$ cat config.mk
export PLATFORM = sky130hd
export DESIGN_NAME = failsafe_heater_thermostat
export DESIGN_NICKNAME = d
export VERILOG_FILES = /design/src/fht_pkg.sv /design/src/fht_cfg.sv /design/src/fht_core.sv /design/src/failsafe_heater_thermostat.sv
export SDC_FILE = /design/constraint.sdc
export NUM_CORES = 1
export LEC_CHECK = 0
export ABC_AREA = 1
export BUFFER_PORTS_ARGS = -buffer_cell sky130_fd_sc_hd__buf_2
export CAP_MARGIN = 20
export CORE_MARGIN = 1
export CORE_UTILIZATION = 35
export DETAILED_ROUTE_END_ITERATION = 8
export SYNTH_ARGS = -nofsm -noshare
export SYNTH_HDL_FRONTEND = slang
export SYNTH_SLANG_ARGS = --single-unit
$ cat constraint.sdc
create_clock -name clk_i -period 4.79 [get_ports clk_i]
set_input_delay 0.7185 -clock clk_i [delete_from_list [all_inputs] [get_ports clk_i]]
set_output_delay 0.7185 -clock clk_i [all_outputs]
set_load 0.01 [all_outputs]
$ cat src/fht_pkg.sv
package fht_pkg;

  // Field widths
  localparam int unsigned TimeW    = 63;
  localparam int unsigned TempW    = 16;
  localparam int unsigned HystW    = 15;
  localparam int unsigned CfgDataW = 16;
  localparam int unsigned CfgIdxW  = 2;

  // Timeouts in microseconds: 16-bit seconds times one million fits in 36 bits
  localparam int unsigned UsPerSW = 20;
  localparam int unsigned LimitW  = CfgDataW + UsPerSW;
  localparam logic [UsPerSW-1:0] UsPerS = 20'd1000000;

  // Reset values of the configuration registers
  localparam logic [LimitW-1:0] SensorLimitRst = 36'd30000000;
  localparam logic [LimitW-1:0] OnLimitRst     = 36'd3600000000;
  localparam logic [HystW-1:0]  HystRst        = 15'd256;

  // Register indexes
  typedef enum logic [CfgIdxW-1:0] {
    CfgSensorTimeout = 2'd0,
    CfgMaxOn         = 2'd1,
    CfgHysteresis    = 2'd2
  } cfg_idx_e;

  // Configuration as seen by the control logic
  typedef struct packed {
    logic [LimitW-1:0] sensor_limit;
    logic [LimitW-1:0] on_limit;
    logic [HystW-1:0]  hysteresis;
  } cfg_t;

  // One tick item
  typedef struct packed {
    logic [TimeW-1:0]        now_us;
    logic                    on_request;
    logic [TimeW-1:0]        sensor_seen_us;
    logic signed [TempW-1:0] temperature;
    logic signed [TempW-1:0] setpoint;
  } tick_t;

  // One result item
  typedef struct packed {
    logic pulse_valid;
    logic pulse_level;
    logic heater_on;
    logic reading_stale;
    logic on_timeout;
    logic over_temp;
  } result_t;

endpackage

$ cat src/fht_cfg.sv
module fht_cfg (
  input  logic                              clk_i,
  input  logic                              rst_ni,
  input  logic                              cfg_we_i,
  input  logic [fht_pkg::CfgIdxW-1:0]       cfg_idx_i,
  input  logic [fht_pkg::CfgDataW-1:0]      cfg_wdata_i,
  output fht_pkg::cfg_t                     cfg_o
);
  import fht_pkg::*;

  cfg_t              cfg_d, cfg_q;
  logic [LimitW-1:0] limit_us;

  // Seconds to microseconds, worked out once at write time
  assign limit_us = {{UsPerSW{1'b0}}, cfg_wdata_i} * {{CfgDataW{1'b0}}, UsPerS};

  // Register write decode; unknown index leaves everything as is
  always_comb begin
    cfg_d = cfg_q;
    if (cfg_we_i) begin
      unique case (cfg_idx_i)
        CfgSensorTimeout: cfg_d.sensor_limit = limit_us;
        CfgMaxOn:         cfg_d.on_limit     = limit_us;
        CfgHysteresis:    cfg_d.hysteresis   = cfg_wdata_i[HystW-1:0];
        default:          cfg_d = cfg_q;
      endcase
    end
  end

  always_ff @(posedge clk_i or negedge rst_ni) begin
    if (!rst_ni) begin
      cfg_q.sensor_limit <= SensorLimitRst;
      cfg_q.on_limit     <= OnLimitRst;
      cfg_q.hysteresis   <= HystRst;
    end else begin
      cfg_q <= cfg_d;
    end
  end

  assign cfg_o = cfg_q;

endmodule

$ cat src/fht_core.sv
module fht_core (
  input  logic              clk_i,
  input  logic              rst_ni,
  input  logic              fire_i,
  input  fht_pkg::tick_t    tick_i,
  input  fht_pkg::cfg_t     cfg_i,
  output fht_pkg::result_t  result_o
);
  import fht_pkg::*;

  logic [TimeW-1:0]  on_start_d, on_start_q;
  logic              running_d, running_q;
  logic              timeout_d, timeout_q;
  logic              override_d, override_q;
  logic              driven_d, driven_q;

  logic signed [63:0] sensor_age;
  logic signed [63:0] on_age;
  logic               stale;
  logic               target;
  logic signed [17:0] clear_thr;

  // Signed 64-bit time differences; both operands are below 2^63
  assign sensor_age = $signed({1'b0, tick_i.now_us}) - $signed({1'b0, tick_i.sensor_seen_us});
  assign on_age     = $signed({1'b0, tick_i.now_us}) - $signed({1'b0, on_start_q});

  // Sensor staleness: never reported or report too old
  assign stale = (tick_i.sensor_seen_us == '0) ||
                 (sensor_age > $signed({{(64-LimitW){1'b0}}, cfg_i.sensor_limit}));

  // Lower threshold of the override band
  assign clear_thr = 18'(tick_i.setpoint) - $signed({3'b000, cfg_i.hysteresis});

  // Per-tick state update
  always_comb begin
    on_start_d = on_start_q;
    running_d  = running_q;
    timeout_d  = timeout_q;
    override_d = override_q;

    // On-time failsafe
    priority if (!tick_i.on_request) begin
      on_start_d = '0;
      running_d  = 1'b0;
      timeout_d  = 1'b0;
    end else if (!running_q) begin
      on_start_d = tick_i.now_us;
      running_d  = 1'b1;
    end else if (!timeout_q &&
                 (on_age > $signed({{(64-LimitW){1'b0}}, cfg_i.on_limit}))) begin
      timeout_d = 1'b1;
    end else begin
      timeout_d = timeout_q;
    end

    // Over-temperature override with hysteresis
    priority if (tick_i.temperature >= tick_i.setpoint) begin
      override_d = 1'b1;
    end else if (18'(tick_i.temperature) <= clear_thr) begin
      override_d = 1'b0;
    end else begin
      // inside the band: hold
      override_d = override_q;
    end

    target   = tick_i.on_request && !override_d && !stale && !timeout_d;
    driven_d = target;

    result_o.pulse_valid   = target != driven_q;
    result_o.pulse_level   = (target != driven_q) && target;
    result_o.heater_on     = target;
    result_o.reading_stale = stale;
    result_o.on_timeout    = timeout_d;
    result_o.over_temp     = override_d;
  end

  // Controller state, advanced once per transfer into the result register
  always_ff @(posedge clk_i or negedge rst_ni) begin
    if (!rst_ni) begin
      on_start_q <= '0;
      running_q  <= 1'b0;
      timeout_q  <= 1'b0;
      override_q <= 1'b0;
      driven_q   <= 1'b0;
    end else if (fire_i) begin
      on_start_q <= on_start_d;
      running_q  <= running_d;
      timeout_q  <= timeout_d;
      override_q <= override_d;
      driven_q   <= driven_d;
    end
  end

endmodule

$ cat src/failsafe_heater_thermostat.sv
// Failsafe heater thermostat, bang-bang control with hysteresis.
// A tick passes from the input register through the combinational control update into
// the result register, from which it transfers out, and ticks can stream back to back.
// Throughput: one tick per cycle unless out_stall_i holds back a full result register.
// Reset (async, active low): heater state, core flags and the on-time clock cleared;
// config back to 30 s sensor timeout, 3600 s max on time, 1.0 degree hysteresis.
module failsafe_heater_thermostat (
  input  logic                              clk_i,
  input  logic                              rst_ni,
  // configuration
  input  logic                              cfg_we_i,
  input  logic [fht_pkg::CfgIdxW-1:0]       cfg_idx_i,
  input  logic [fht_pkg::CfgDataW-1:0]      cfg_wdata_i,
  // tick input
  input  logic                              in_valid_i,
  output logic                              in_stall_o,
  input  logic [fht_pkg::TimeW-1:0]         now_us_i,
  input  logic                              on_request_i,
  input  logic [fht_pkg::TimeW-1:0]         sensor_seen_us_i,
  input  logic signed [fht_pkg::TempW-1:0]  temperature_i,
  input  logic signed [fht_pkg::TempW-1:0]  setpoint_i,
  // result output
  output logic                              out_valid_o,
  input  logic                              out_stall_i,
  output logic                              pulse_valid_o,
  output logic                              pulse_level_o,
  output logic                              heater_on_o,
  output logic                              reading_stale_o,
  output logic                              on_timeout_o,
  output logic                              over_temp_o
);
  import fht_pkg::*;

  cfg_t    cfg;
  tick_t   tick_q;
  logic    tick_valid_q;
  result_t result_d, result_q;
  logic    out_valid_q;
  logic    out_free;
  logic    fire;

  fht_cfg u_cfg (
    .clk_i       (clk_i),
    .rst_ni      (rst_ni),
    .cfg_we_i    (cfg_we_i),
    .cfg_idx_i   (cfg_idx_i),
    .cfg_wdata_i (cfg_wdata_i),
    .cfg_o       (cfg)
  );

  // Handshake: result register frees when empty or taken
  assign out_free   = !out_valid_q || !out_stall_i;
  assign fire       = tick_valid_q && out_free;
  assign in_stall_o = tick_valid_q && !out_free;

  // Input register
  always_ff @(posedge clk_i or negedge rst_ni) begin
    if (!rst_ni) begin
      tick_valid_q <= 1'b0;
    end else if (!in_stall_o) begin
      tick_valid_q <= in_valid_i;
    end
  end

  always_ff @(posedge clk_i) begin
    if (in_valid_i && !in_stall_o) begin
      tick_q.now_us         <= now_us_i;
      tick_q.on_request     <= on_request_i;
      tick_q.sensor_seen_us <= sensor_seen_us_i;
      tick_q.temperature    <= temperature_i;
      tick_q.setpoint       <= setpoint_i;
    end
  end

  fht_core u_core (
    .clk_i    (clk_i),
    .rst_ni   (rst_ni),
    .fire_i   (fire),
    .tick_i   (tick_q),
    .cfg_i    (cfg),
    .result_o (result_d)
  );

  // Result register
  always_ff @(posedge clk_i or negedge rst_ni) begin
    if (!rst_ni) begin
      out_valid_q <= 1'b0;
    end else if (out_free) begin
      out_valid_q <= tick_valid_q;
    end
  end

  always_ff @(posedge clk_i) begin
    if (fire) begin
      result_q <= result_d;
    end
  end

  assign out_valid_o     = out_valid_q;
  assign pulse_valid_o   = result_q.pulse_valid;
  assign pulse_level_o   = result_q.pulse_level;
  assign heater_on_o     = result_q.heater_on;
  assign reading_stale_o = result_q.reading_stale;
  assign on_timeout_o    = result_q.on_timeout;
  assign over_temp_o     = result_q.over_temp;

endmodule
==> metrics.md <==
| Metric | Value |
|---|---|
| I/O pin count | `190` |
| PortBufs | `189` |
| VDD IR-drop max | `0.000504 V` |
| Number of global-route vias before repair | `26331` |
| Failing checks | `DRC` |
| Post-DP HPWL | `82700 um` |
| CTS Hold Bufs | `0` |
| Post-synthesis cell type count | `48` |
| Post-route antenna net violation count | `0` |
| Num Clock Sinks | `309` |
| RSZ-0062 raised after global routing | `true` |
| Max FO, Critical Path | `4` |
| Fin util | `43.5%` |
| Power Density | `490 mW/mm^2` |
| Final hold slack | `0.139 ns` |
| CTS Buf Count | `40` |
| Total of max-cap violations | `0` |
| Mapped Cells | `4029` |
| DIE AREA | `0.0829 sq mm` |
| Max incr delay on CP | `0.54 ns` |
| Die span in y | `288 um` |
| GRT Util Overall | `23.3%` |
| Clk slew on worst S/H paths | `0.06 ns` |
| Reg area | `0.00859 sq mm` |
| CP max-delay cell | `fa_1` |
| Row count | `104` |
| Clk Latency, worst-skew pair | `0.57 ns` |
| Vias after detailed routing | `27166` |
| Area delta synth->final | `22.5%` |
| Status | `finished with violations` |
| Drt total wl | `96900 um` |
| Synth Cell Area | `0.0286 sq mm` |
| First-iteration detailed-routing DRC count | `1940` |
| Setup skew after layout | `0.0363 ns` |
| Max Buffers Root-to-Sink | `3` |
| Synth Net Count | `4609` |
| Fill cells | `8304` |
| Fin crit period | `4.71 ns` |
| Initial cell density of the core | `35.5%` |
| Initial antenna violation count | `3` |
| Critical path type | `in -> reg` |
| Worst r2r path cells | `34` |
| Worst setup SP type | `input pin` |
| Overflow after GRT | `0` |
| Reg2reg setup slack | `0.23 ns` |
| CP Capture Type | `register` |
| Tcrit/Tclk final | `98.4%` |
| WP data arrival | `5.12 ns` |
| First-pass GRT wire length | `147000 um` |
| Mapped Avg Cell Area | `7.10 sq um` |
| Largest net degree at the start of global routing | `84` |
| Fraction of layout cells with a size suffix above 1 | `16.8%` |
| Req. time, crit path | `5.19 ns` |
| RR Startpoint | `tick_q[36]` |
| Commonest non-fill, non-tap cell in the layout | `nand2_1` |
| Die X | `288 um` |
| Final RePlAce weighted congestion | `0.998` |
| Post-synthesis sequential area ratio | `30.0%` |
| Total Nets Final | `5116` |
| Endpoints failing hold | `0` |
| Area of the multi-input gates | `0.0174 sq mm` |
| Post-synth EDFFs | `165` |
| Fmax | `212 MHz` |
| DRC | `8` |
| Worst slew margin | `41.7%` |
| Final setup viols | `0` |
| Cells along the critical path | `buf_8, fa_1, inv_2, fa_1, fa_1, inv_2, fa_2, ha_4, inv_2, fa_1, inv_2, ha_4, nand2_1, o21ai_0, inv_1, o221ai_2, a21oi_1, xor2_1, o21ai_0` |
| CTS tree | `yes` |
| Worst r2r dst | `pulse_valid_o` |
| Yosys warns | `0` |
| WL per Instance | `17.2 um` |
| Worst hold path class | `in -> async` |
| Lkg Pwr | `18.5 nW` |
| Pins Over Slew Limit | `0` |
| Post-synth ARST share | `46.6%` |
| Worst slew pin tran | `0.874 ns` |
| Root Driver | `clkbuf_16` |
| DRT Pass-1 Iters | `9` |
| H-tree levels | `2` |
| Post-synth top flop | `edfxtp_1` |
| Commonest cells after routing, fill and taps aside | `nand2_1, inv_1, ha_1, buf_4, nor2_1` |
| Number of synthesized register bits | `309` |
| Total power | `17.2 mW` |
| Core Region | `0.0807 sq mm` |
| Vias/cell | `4.83` |
==> stage by stage <==
stage          cell area (sq um)  setup slack [ns]  cells  TNS [ns]
2_1_floorplan              28800            -0.153   4029    -0.371
3_3_place_gp               33200            -0.543   5548    -11.93
3_5_place_dp               33200            -0.588   5548    -13.19
4_1_cts                    34500            0.0141   5618         0
5_1_grt                    35100            -0.111   5626    -0.692
6_report                   35100            0.0775   5626         0
==> cell families after synthesis <==
family	after synthesis	share of synthesized area [%]
xor+xnor	106	3.24
flops	309	30.0
simple gates	1865	27.3
fa+ha+maj	398	18.9
compound gates	487	9.26
buf+inv	864	11.3
==> cells in the mapped netlist, types with 3 or more instances <==
| library cell | number | area [sq um] |
|---|---|---|
| clkinv_1 | 3 | 11.3 |
| dfrtp_1 | 121 | 3030 |
| clkbuf_1 | 33 | 124 |
| inv_1 | 819 | 3070 |
| o211ai_1 | 4 | 30.0 |
| nor2_1 | 273 | 1020 |
| nand2_1 | 1184 | 4440 |
| a21oi_1 | 207 | 1040 |
| o21bai_1 | 25 | 188 |
| nand3b_1 | 17 | 128 |
| nand3_2 | 7 | 70.1 |
| dfstp_2 | 23 | 604 |
| fa_1 | 58 | 1160 |
| ha_1 | 340 | 4250 |
| nor4_1 | 24 | 150 |
| o21ai_0 | 199 | 996 |
| a21o_1 | 10 | 75.1 |
| nor3_1 | 37 | 185 |
| edfxtp_1 | 165 | 4950 |
| nand3_1 | 209 | 1050 |
| o221ai_1 | 3 | 26.3 |
| xnor2_1 | 28 | 245 |
| a221oi_1 | 3 | 26.3 |
| nand4_1 | 49 | 307 |
| o21a_1 | 6 | 45.0 |
| nand2_2 | 14 | 87.6 |
| a31oi_1 | 7 | 43.8 |
| inv_2 | 9 | 33.8 |
| a21boi_0 | 3 | 22.5 |
| and2_1 | 4 | 25.0 |
| xor2_1 | 78 | 683 |
| nor2_2 | 26 | 163 |
| or2_2 | 6 | 37.5 |
| a211oi_1 | 8 | 60.1 |
| o2111ai_1 | 3 | 26.3 |
| nor3_2 | 7 | 70.1 |
==> timing repair <==
| item | CTS | global route |
|---|---|---|
| resized for setup | 2 | 106 |
| buffers inserted | 0 | 4 |
| endpoints found under the setup margin | 3 | 30 |
| pin swaps | 0 | 42 |
==> state kept, by name (all words and copies together), names as in the netlist <==
| signal | cells |
|---|---|
| u_core.driven_q | 1 |
| u_core.override_q | 1 |
| u_cfg.cfg_o | 75 |
| tick_valid_q | 1 |
| tick_q | 159 |
| reading_stale_o | 1 |
| heater_on_o | 1 |
| pulse_valid_o | 1 |
| pulse_level_o | 1 |
| on_timeout_o | 1 |
| u_core.timeout_q | 1 |
| u_core.running_q | 1 |
| out_valid_o | 1 |
| over_temp_o | 1 |
| u_core.on_start_q | 63 |
==> report_power, final <==
part	internal [mW]	total [mW]	switching (mW)
Sequential	3.37	3.61	0.248
Combinational	4.35	10.6	6.28
Clock	1.72	2.96	1.25
==> critical path: cells and delay by family <==
family	cells	cell delay (ns)
adder cells (fa/ha/maj)	7	3.06
AO/OA/AOI/OAI	4	0.57
buffers and inverters	6	0.35
XOR/XNOR	1	0.25
AND/OR/NAND/NOR	1	0.16
==> worst max path at each step <==
stage / startpoint / to / slack (ns) / cells past startpoint
floorplan: cfg_wdata_i[0] / u_cfg.cfg_o[81] / -0.15 / 21
global placement: cfg_wdata_i[0] / u_cfg.cfg_o[50] / -0.54 / 21
detailed placement: cfg_wdata_i[3] / u_cfg.cfg_o[50] / -0.59 / 19
CTS: tick_q[99] / pulse_valid_o / 0.01 / 30
global route: cfg_wdata_i[5] / u_cfg.cfg_o[45] / -0.11 / 20
finish: cfg_wdata_i[1] / u_cfg.cfg_o[39] / 0.08 / 19
==> routing by layer <==
layer	track usage [%]	vias to the layer above	share of wire, %	routed length (um)
li1	-	13838	-	-
met1	32.5	12530	47	45800
met2	36.8	663	44	42500
met3	4.14	133	6.0	5790
met4	6.69	2	2.8	2750
met5	0	-	0.0093	9
==> final cells by class <==
type	instances	share of cell area, %
Antenna cell	2	0.0143
Inverter	831	8.91
Timing Repair Buffer	498	9.53
Tap cell	1060	3.78
Multi-Input combinational cell	2856	49.6
Clock inverter	21	0.517
Sequential cell	309	24.5
Clock buffer	49	3.16
(Power assumes the default switching activity.)
